File: src/rtl/csc_pkg.sv
// csc_pkg: shared types and codes for the CSR structure checker.
// Used by csr_structure_checker, csc_check and csc_checker; no dependencies.
`default_nettype none

package csc_pkg;

  // Width of the configuration registers and of the held indices
  localparam int unsigned REG_W = 31;
  localparam int unsigned INDEX_WIDTH_DEFAULT = 31;

  // Configuration register indexes
  typedef enum logic [1:0] {
    REG_ROW_COUNT     = 2'd0,
    REG_COL_COUNT     = 2'd1,
    REG_NONZERO_COUNT = 2'd2,
    REG_INDEX_BASE    = 2'd3
  } reg_index_t;

  typedef enum logic [1:0] {
    CMD_POINTER = 2'd0,
    CMD_COLUMN  = 2'd1,
    CMD_RESTART = 2'd2,
    CMD_UNUSED  = 2'd3
  } cmd_t;

  typedef enum logic [1:0] {
    STAT_FINE     = 2'd0,
    STAT_COMPLETE = 2'd1,
    STAT_INVALID  = 2'd2
  } status_t;

  typedef enum logic [2:0] {
    ERR_NONE    = 3'd0,
    ERR_FALL    = 3'd1,
    ERR_LONG    = 3'd2,
    ERR_RISE    = 3'd3,
    ERR_OUTSIDE = 3'd4,
    ERR_TOTAL   = 3'd5,
    ERR_SEQ     = 3'd6
  } err_t;

  // Walk through the stream, one-hot
  typedef enum logic [3:0] {
    PH_FIRST  = 4'b0001,
    PH_ROWEND = 4'b0010,
    PH_INROW  = 4'b0100,
    PH_DONE   = 4'b1000
  } phase_t;

  typedef struct packed {
    logic [REG_W-1:0] row_count;
    logic [REG_W-1:0] col_count;
    logic [REG_W-1:0] nonzero_count;
    logic             index_base;
  } cfg_t;

  typedef struct packed {
    phase_t           phase;
    logic [REG_W-1:0] rows_done;
    logic [REG_W-1:0] previous_pointer;
    logic [REG_W-1:0] columns_left;
    logic [REG_W-1:0] previous_column;
    logic             column_seen;
    err_t             sticky_error;
  } state_t;

  localparam state_t STATE_CLEAR = '{
    phase:            PH_FIRST,
    rows_done:        '0,
    previous_pointer: '0,
    columns_left:     '0,
    previous_column:  '0,
    column_seen:      1'b0,
    sticky_error:     ERR_NONE
  };

endpackage

`default_nettype wire

File: src/rtl/csc_check.sv
// csc_check: combinational rule check and next-state logic for one request.
// Depends on csc_pkg (state, config and code types).
`default_nettype none

module csc_check #(
  parameter int unsigned VALUE_WIDTH = csc_pkg::REG_W
) (
  input  csc_pkg::state_t         st,
  input  csc_pkg::cfg_t           cfg,
  input  logic [1:0]              command,
  input  logic [VALUE_WIDTH-1:0]  value,
  output csc_pkg::state_t         st_next,
  output csc_pkg::status_t        status,
  output csc_pkg::err_t           error_kind
);

  csc_pkg::cmd_t                 cmd;
  logic [csc_pkg::REG_W-1:0]     v;
  logic [csc_pkg::REG_W-1:0]     base_ext;
  logic [csc_pkg::REG_W-1:0]     row_diff;
  logic [csc_pkg::REG_W-1:0]     rows_inc;
  logic [csc_pkg::REG_W-1:0]     cols_dec;
  logic [csc_pkg::REG_W-1:0]     comp_rows;
  logic [csc_pkg::REG_W-1:0]     comp_ptr;
  logic                          ptr_fall;
  logic                          row_long;
  logic                          col_rise_bad;
  logic                          col_out;
  logic                          rows_reached;
  logic                          total_ok;

  assign cmd      = csc_pkg::cmd_t'(command);
  assign v        = (csc_pkg::REG_W)'(value);
  assign base_ext = (csc_pkg::REG_W)'(cfg.index_base);
  assign row_diff = v - st.previous_pointer;
  assign rows_inc = st.rows_done + 1'b1;
  assign cols_dec = st.columns_left - 1'b1;

  assign ptr_fall     = v < st.previous_pointer;
  assign row_long     = row_diff > cfg.col_count;
  assign col_rise_bad = st.column_seen && (v <= st.previous_column);
  assign col_out      = (v < base_ext) || ((v - base_ext) >= cfg.col_count);

  // Completion check: first pointer uses the current row count, a finished
  // row the incremented one; the last column closes on the held pointer.
  assign comp_rows    = (st.phase == csc_pkg::PH_FIRST) ? st.rows_done : rows_inc;
  assign comp_ptr     = (cmd == csc_pkg::CMD_COLUMN) ? st.previous_pointer : v;
  assign rows_reached = comp_rows >= cfg.row_count;
  assign total_ok     = {1'b0, comp_ptr} ==
                        ({1'b0, cfg.nonzero_count} + (csc_pkg::REG_W + 1)'(cfg.index_base));

  always_comb begin
    st_next = st;
    if (cmd == csc_pkg::CMD_RESTART) begin
      st_next = csc_pkg::STATE_CLEAR;
    end else if (st.sticky_error == csc_pkg::ERR_NONE) begin
      priority if (cmd == csc_pkg::CMD_UNUSED || st.phase == csc_pkg::PH_DONE) begin
        st_next.sticky_error = csc_pkg::ERR_SEQ;
      end else if (cmd == csc_pkg::CMD_POINTER) begin
        unique case (st.phase)
          csc_pkg::PH_FIRST: begin
            st_next.previous_pointer = v;
            if (!rows_reached)  st_next.phase = csc_pkg::PH_ROWEND;
            else if (total_ok)  st_next.phase = csc_pkg::PH_DONE;
            else                st_next.sticky_error = csc_pkg::ERR_TOTAL;
          end
          csc_pkg::PH_ROWEND: begin
            priority if (ptr_fall) begin
              st_next.sticky_error = csc_pkg::ERR_FALL;
            end else if (row_long) begin
              st_next.sticky_error = csc_pkg::ERR_LONG;
            end else begin
              st_next.columns_left     = row_diff;
              st_next.previous_pointer = v;
              st_next.column_seen      = 1'b0;
              st_next.previous_column  = '0;
              if (row_diff == '0) begin
                // empty row closes at once
                st_next.rows_done = rows_inc;
                if (!rows_reached)  st_next.phase = csc_pkg::PH_ROWEND;
                else if (total_ok)  st_next.phase = csc_pkg::PH_DONE;
                else                st_next.sticky_error = csc_pkg::ERR_TOTAL;
              end else begin
                st_next.phase = csc_pkg::PH_INROW;
              end
            end
          end
          default: st_next.sticky_error = csc_pkg::ERR_SEQ;
        endcase
      end else begin
        priority if (st.phase != csc_pkg::PH_INROW) begin
          st_next.sticky_error = csc_pkg::ERR_SEQ;
        end else if (col_rise_bad) begin
          st_next.sticky_error = csc_pkg::ERR_RISE;
        end else if (col_out) begin
          st_next.sticky_error = csc_pkg::ERR_OUTSIDE;
        end else begin
          st_next.previous_column = v;
          st_next.column_seen     = 1'b1;
          st_next.columns_left    = cols_dec;
          if (cols_dec == '0) begin
            st_next.rows_done = rows_inc;
            if (!rows_reached)  st_next.phase = csc_pkg::PH_ROWEND;
            else if (total_ok)  st_next.phase = csc_pkg::PH_DONE;
            else                st_next.sticky_error = csc_pkg::ERR_TOTAL;
          end
        end
      end
    end
  end

  always_comb begin
    if (st_next.sticky_error != csc_pkg::ERR_NONE) begin
      status     = csc_pkg::STAT_INVALID;
      error_kind = st_next.sticky_error;
    end else begin
      status     = (st_next.phase == csc_pkg::PH_DONE) ? csc_pkg::STAT_COMPLETE
                                                        : csc_pkg::STAT_FINE;
      error_kind = csc_pkg::ERR_NONE;
    end
  end

endmodule

`default_nettype wire

File: config.mk
export PLATFORM = sky130hd
export DESIGN_NAME = csc_check
export DESIGN_NICKNAME = d
export VERILOG_FILES = /design/src/rtl/csc_pkg.sv /design/src/rtl/csc_check.sv
export SDC_FILE = /design/constraint.sdc
export NUM_CORES = 1
export LEC_CHECK = 0
export BUFFER_PORTS_ARGS = -buffer_cell sky130_fd_sc_hd__buf_4
export CORE_ASPECT_RATIO = 2
export CORE_MARGIN = 2
export CORE_UTILIZATION = 50
export DETAILED_ROUTE_END_ITERATION = 8
export PLACE_DENSITY = 0.79
export SLEW_MARGIN = 20
export SYNTH_ARGS = -nofsm -noshare
export SYNTH_HDL_FRONTEND = slang
export SYNTH_SLANG_ARGS = --single-unit
File: constraint.sdc
create_clock -name vclk -period 6.8
set_clock_uncertainty 0.2 [all_clocks]
set_input_delay 0.68 -clock vclk [all_inputs]
set_output_delay 0.68 -clock vclk [all_outputs]
set_load 0.005 [all_outputs]
# == Word level (Yosys, flattened, before mapping) ==
# Cells that the tools add are included.
# word_totals
ff_bits,0
output_inout_bits,137
latch_bits,0
mem_count,0
rom_bits,0
word_cells,67
ram_bits,0
# op_classes
muxes,39
n_bitwise,0
add_sub_neg,5
shifts,0
eq_ne,9
n_div,0
magnitude_cmp,6
reduce_logical,8
mul,0
# ops
operator,n
$mux W129,3
$mux W132,2
$mux W63,4
$mux W35,5
$mux W31,5
$mux W66,1
$ge A31 B31 Y1,2
$logic_not A31 Y1,2
$pmux W31 S2,1
$mux W3,11
$add A31 B1 Y32,1
$eq A31 B32 Y1,1
$add A31 B1 Y31 const B,1
$gt A31 B31 Y1,1
$le A31 B31 Y1,1
$lt A31 B1 Y1,1
$lt A31 B31 Y1,1
$sub A31 B1 Y31,1
$sub A31 B1 Y31 const B,1
$sub A31 B31 Y31,1
$mux W4,3
$eq A4 B4 Y1 const B,2
$pmux W4 S2,1
$pmux W3 S2,1
other kinds (12),14

# == Depth between registers and ports, before layout ==
# logic_depth
word_depth,16
mapped_depth,24
depth_no_buf,23

# == Least setup slack after synthesis ==
# No wires, ideal clock.
# synth_path
path_kind,input to output
start,input value[2]
end,output st_next[103] in the netlist's numbering
arrival_ns,5.589
stages,20
required_time_ns,5.920
n_path_buf,2
path_slack_ns,0.331
cell_sequence,clkbuf_1 > or4_1 > or4_1 > or2_2 > nor2b_1 > and2_1 > nand2_1 > xnor2_1 > ha_1 > a21o_1 > a21o_1 > a211o_1 > a31oi_1 > nand3_1 > or3_1 > clkbuf_1 > or4_4 > o31ai_4 > or4b_1 > o21ai_1
# synth_rtl
item,line,rtl
"start, declared",csc_check.sv:11,"input logic [VALUE_WIDTH-1:0] value,"
"end, declared",csc_check.sv:12,"output csc_pkg::state_t st_next,"

==> reports/metrics.yaml <==
crit_arrival_ns: 5.85
cap_violations: 0
core.rowCount: 81
dp_cells: 2786
slew_viol_final: 0
place_congestion: 1.08
crit_path_max_incr_delay_ns: 0.53
synthCells: 2037
post-synth-top-area-cell: "ha_1"
ant_nets: 0
seq_cell_count: 0
cp.required_ns: 5.92
synth_nets: 2459
port_buffers: 396
setup_viol: 0
num_io_pins: 396
hold-path-endpoint: "st_next[16]"
synth.top_cell.area_share_pct: 16.2
grt_pass1_vias: 17472
hp-start: "st[16]"
crit_top_cell: "buf_4"
start_util_pct: 51.0
nets: 2884
placed_area_sq_um: 16600
final_cell_area_sq_um: 16800
crit_slowest_cell: "xnor2_1"
avgRoutedWirePerCell_microns: 23.1
path_class: "primary input to primary output"
gr-total-overflow: 0
drt_iter0_markers: 1398
path_buf_inv: 7
power_leakage_nw: 8.14
crit_fanout: 22
drc: 0
drt-vias-per-instance: 6.50
synth_most_common_cell: "nor2_1"
ff_latch_area_sq_um: 0
die_w_microns: 116
synth_warnings: 0
firstDrtPassIters: 6
grt_pass1_wl_mm: 95.0
crit_chain: "buf_4 -> buf_4 -> ha_1 -> a21o_1 -> a31oi_1 -> a21boi_0 -> a41o_1 -> xnor2_1 -> inv_1 -> ha_1 -> nand4_1 -> a221oi_1 -> a21o_1 -> o21ai_1 -> o211a_1 -> buf_4 -> buf_4 -> o21ai_2 -> buf_4 -> nand2_1 -> a21oi_1 -> buf_4"
clkbuf_count: 0
max_freq_mhz: 149
dp_hpwl_mm: 51.0
die_area_sq_um: 26400
core_sq_um: 24500
worstMarginPinSlew_ns: 1.06
min_period_over_period_pct: 99.0
vias: 18157
grt_max_degree: 85
power.density_nw_per_um2: 74.7
worstSetupStartpointType: "primary input"
synth.distinct_cells: 78
status: "completed"
syn_avg_cell_area_sq_um: 6.14
grt_use_total_pct: 46.9
hold_violations: 0
relSlewSlack_pct: 29.0
hold_buffers: 0
post-route-min-period_ns: 6.73
fillers: 2281
area_delta_synth_final_pct: 34.5
critical-path-top-delay-family: "compound AO/OA/AOI/OAI gates"
antenna_found_initial: 1
synth_common_cells: "241 x nor2_1, 224 x a21oi_1, 219 x nand2_1, 162 x ha_1, 162 x inv_1"
die_h_microns: 228
wl_mm: 64.6
end_kind: "primary output"
syn_area_sq_um: 12500
irDropWorstVdd_mv: 0.0517
min_path_cells: 4
yosysSeqAreaShare_pct: 0
drive_above_1_share_pct: 26.1
hold_class: "primary input to primary output"
holdWs_ns: 1.49
synth_area_leaders: "ha_1 16%, a21oi_1 9.0%, nor2_1 7.2%, nand2_1 6.6%, xnor2_1 5.3%"
layoutNonFillerInstCount: 2794
-- area by class of cell --
cell class	count	area, sq um	share of cell area (%)
multi-input cells	1756	11700	69.3
well taps	332	415	2.47
repair buffers	542	4140	24.6
diodes	2	5.00	0.0297
inverters	162	608	3.61
-- worst max-delay path by stage --
stage,from,endpoint,slack (ns),depth (start not counted)
final,value[4],st_next[75],0.07,22
after global routing,st[97],status[0],-0.09,26
after CTS,value[0],st_next[113],0.009,26
after detailed placement,value[0],st_next[57],-0.17,25
after global placement,value[0],st_next[50],-0.03,25
after floorplan,value[2],st_next[103],0.33,20
-- power by group --
part | internal [mW] | switching [mW] | total [mW]
Clock | 0.0000000114 | 0 | 0.0000000114
Combinational | 0.544 | 0.713 | 1.26
Sequential | 0 | 0 | 0
-- stage by stage --
step | TNS, ns | worst slack (ns) | total power [mW] | utilization [%]
after floorplan | 0 | 0.331 | 0.649 | -
after global placement | -0.0336 | -0.0336 | 1.15 | 67.6
after detailed placement | -5.23 | -0.166 | 1.18 | 67.6
after CTS | 0 | 0.00931 | 1.19 | 67.8
after global routing | -0.162 | -0.0922 | 1.35 | 68.6
final | 0 | 0.0673 | 1.26 | 68.6
-- layout by cell type (no fill, tap or decap), drive strengths merged, types with 11 or more instances in the layout --
cell type / count
a211oi: 18
a31o: 25
nor2: 241
a21oi: 224
nor2b: 14
o21a: 11
and3: 26
nand2: 219
nand2b: 36
or4: 15
nor3: 55
or3: 22
nand4: 63
nand3: 46
o21ai: 87
inv: 162
a21o: 26
nor4: 34
xnor2: 75
ha: 162
a31oi: 26
buf: 541
o22ai: 15
xor2: 50
o211ai: 16
a22oi: 39
or2: 23
mux2i: 47
-- worst min-delay path: stages --
cell and delay [ns]:
buf_4 0.09, a21oi_1 0.05, nor2_1 0.08, buf_4 0.11
-- routing by layer --
layer | part of all wire, % | global-route usage (%)
met1 | 30 | 41.3
met2 | 47 | 81.1
met3 | 10 | 15.6
met4 | 12 | 45.4
met5 | 0 | 0
-- cells by family (layout without fill, tap and decap cells) --
logic type	count (synthesis)	in the layout	share of synthesized area, %
simple gates	847	847	33.3
buf+inv	281	704	8.63
compound gates	574	574	29.2
mux	47	47	3.76
fa+ha+maj	163	163	16.4
xor+xnor	125	125	8.75
other cells	0	2	0
-- timing repair --
item                                    CTS  global route
gates cloned                              0             0
endpoints found under the setup margin   72           132
buffers inserted                          0             5
gates resized for setup                   8            34
pin swaps                                 1            15
hold endpoints to repair                  0             0
Power figures use the tool's default switching activity.
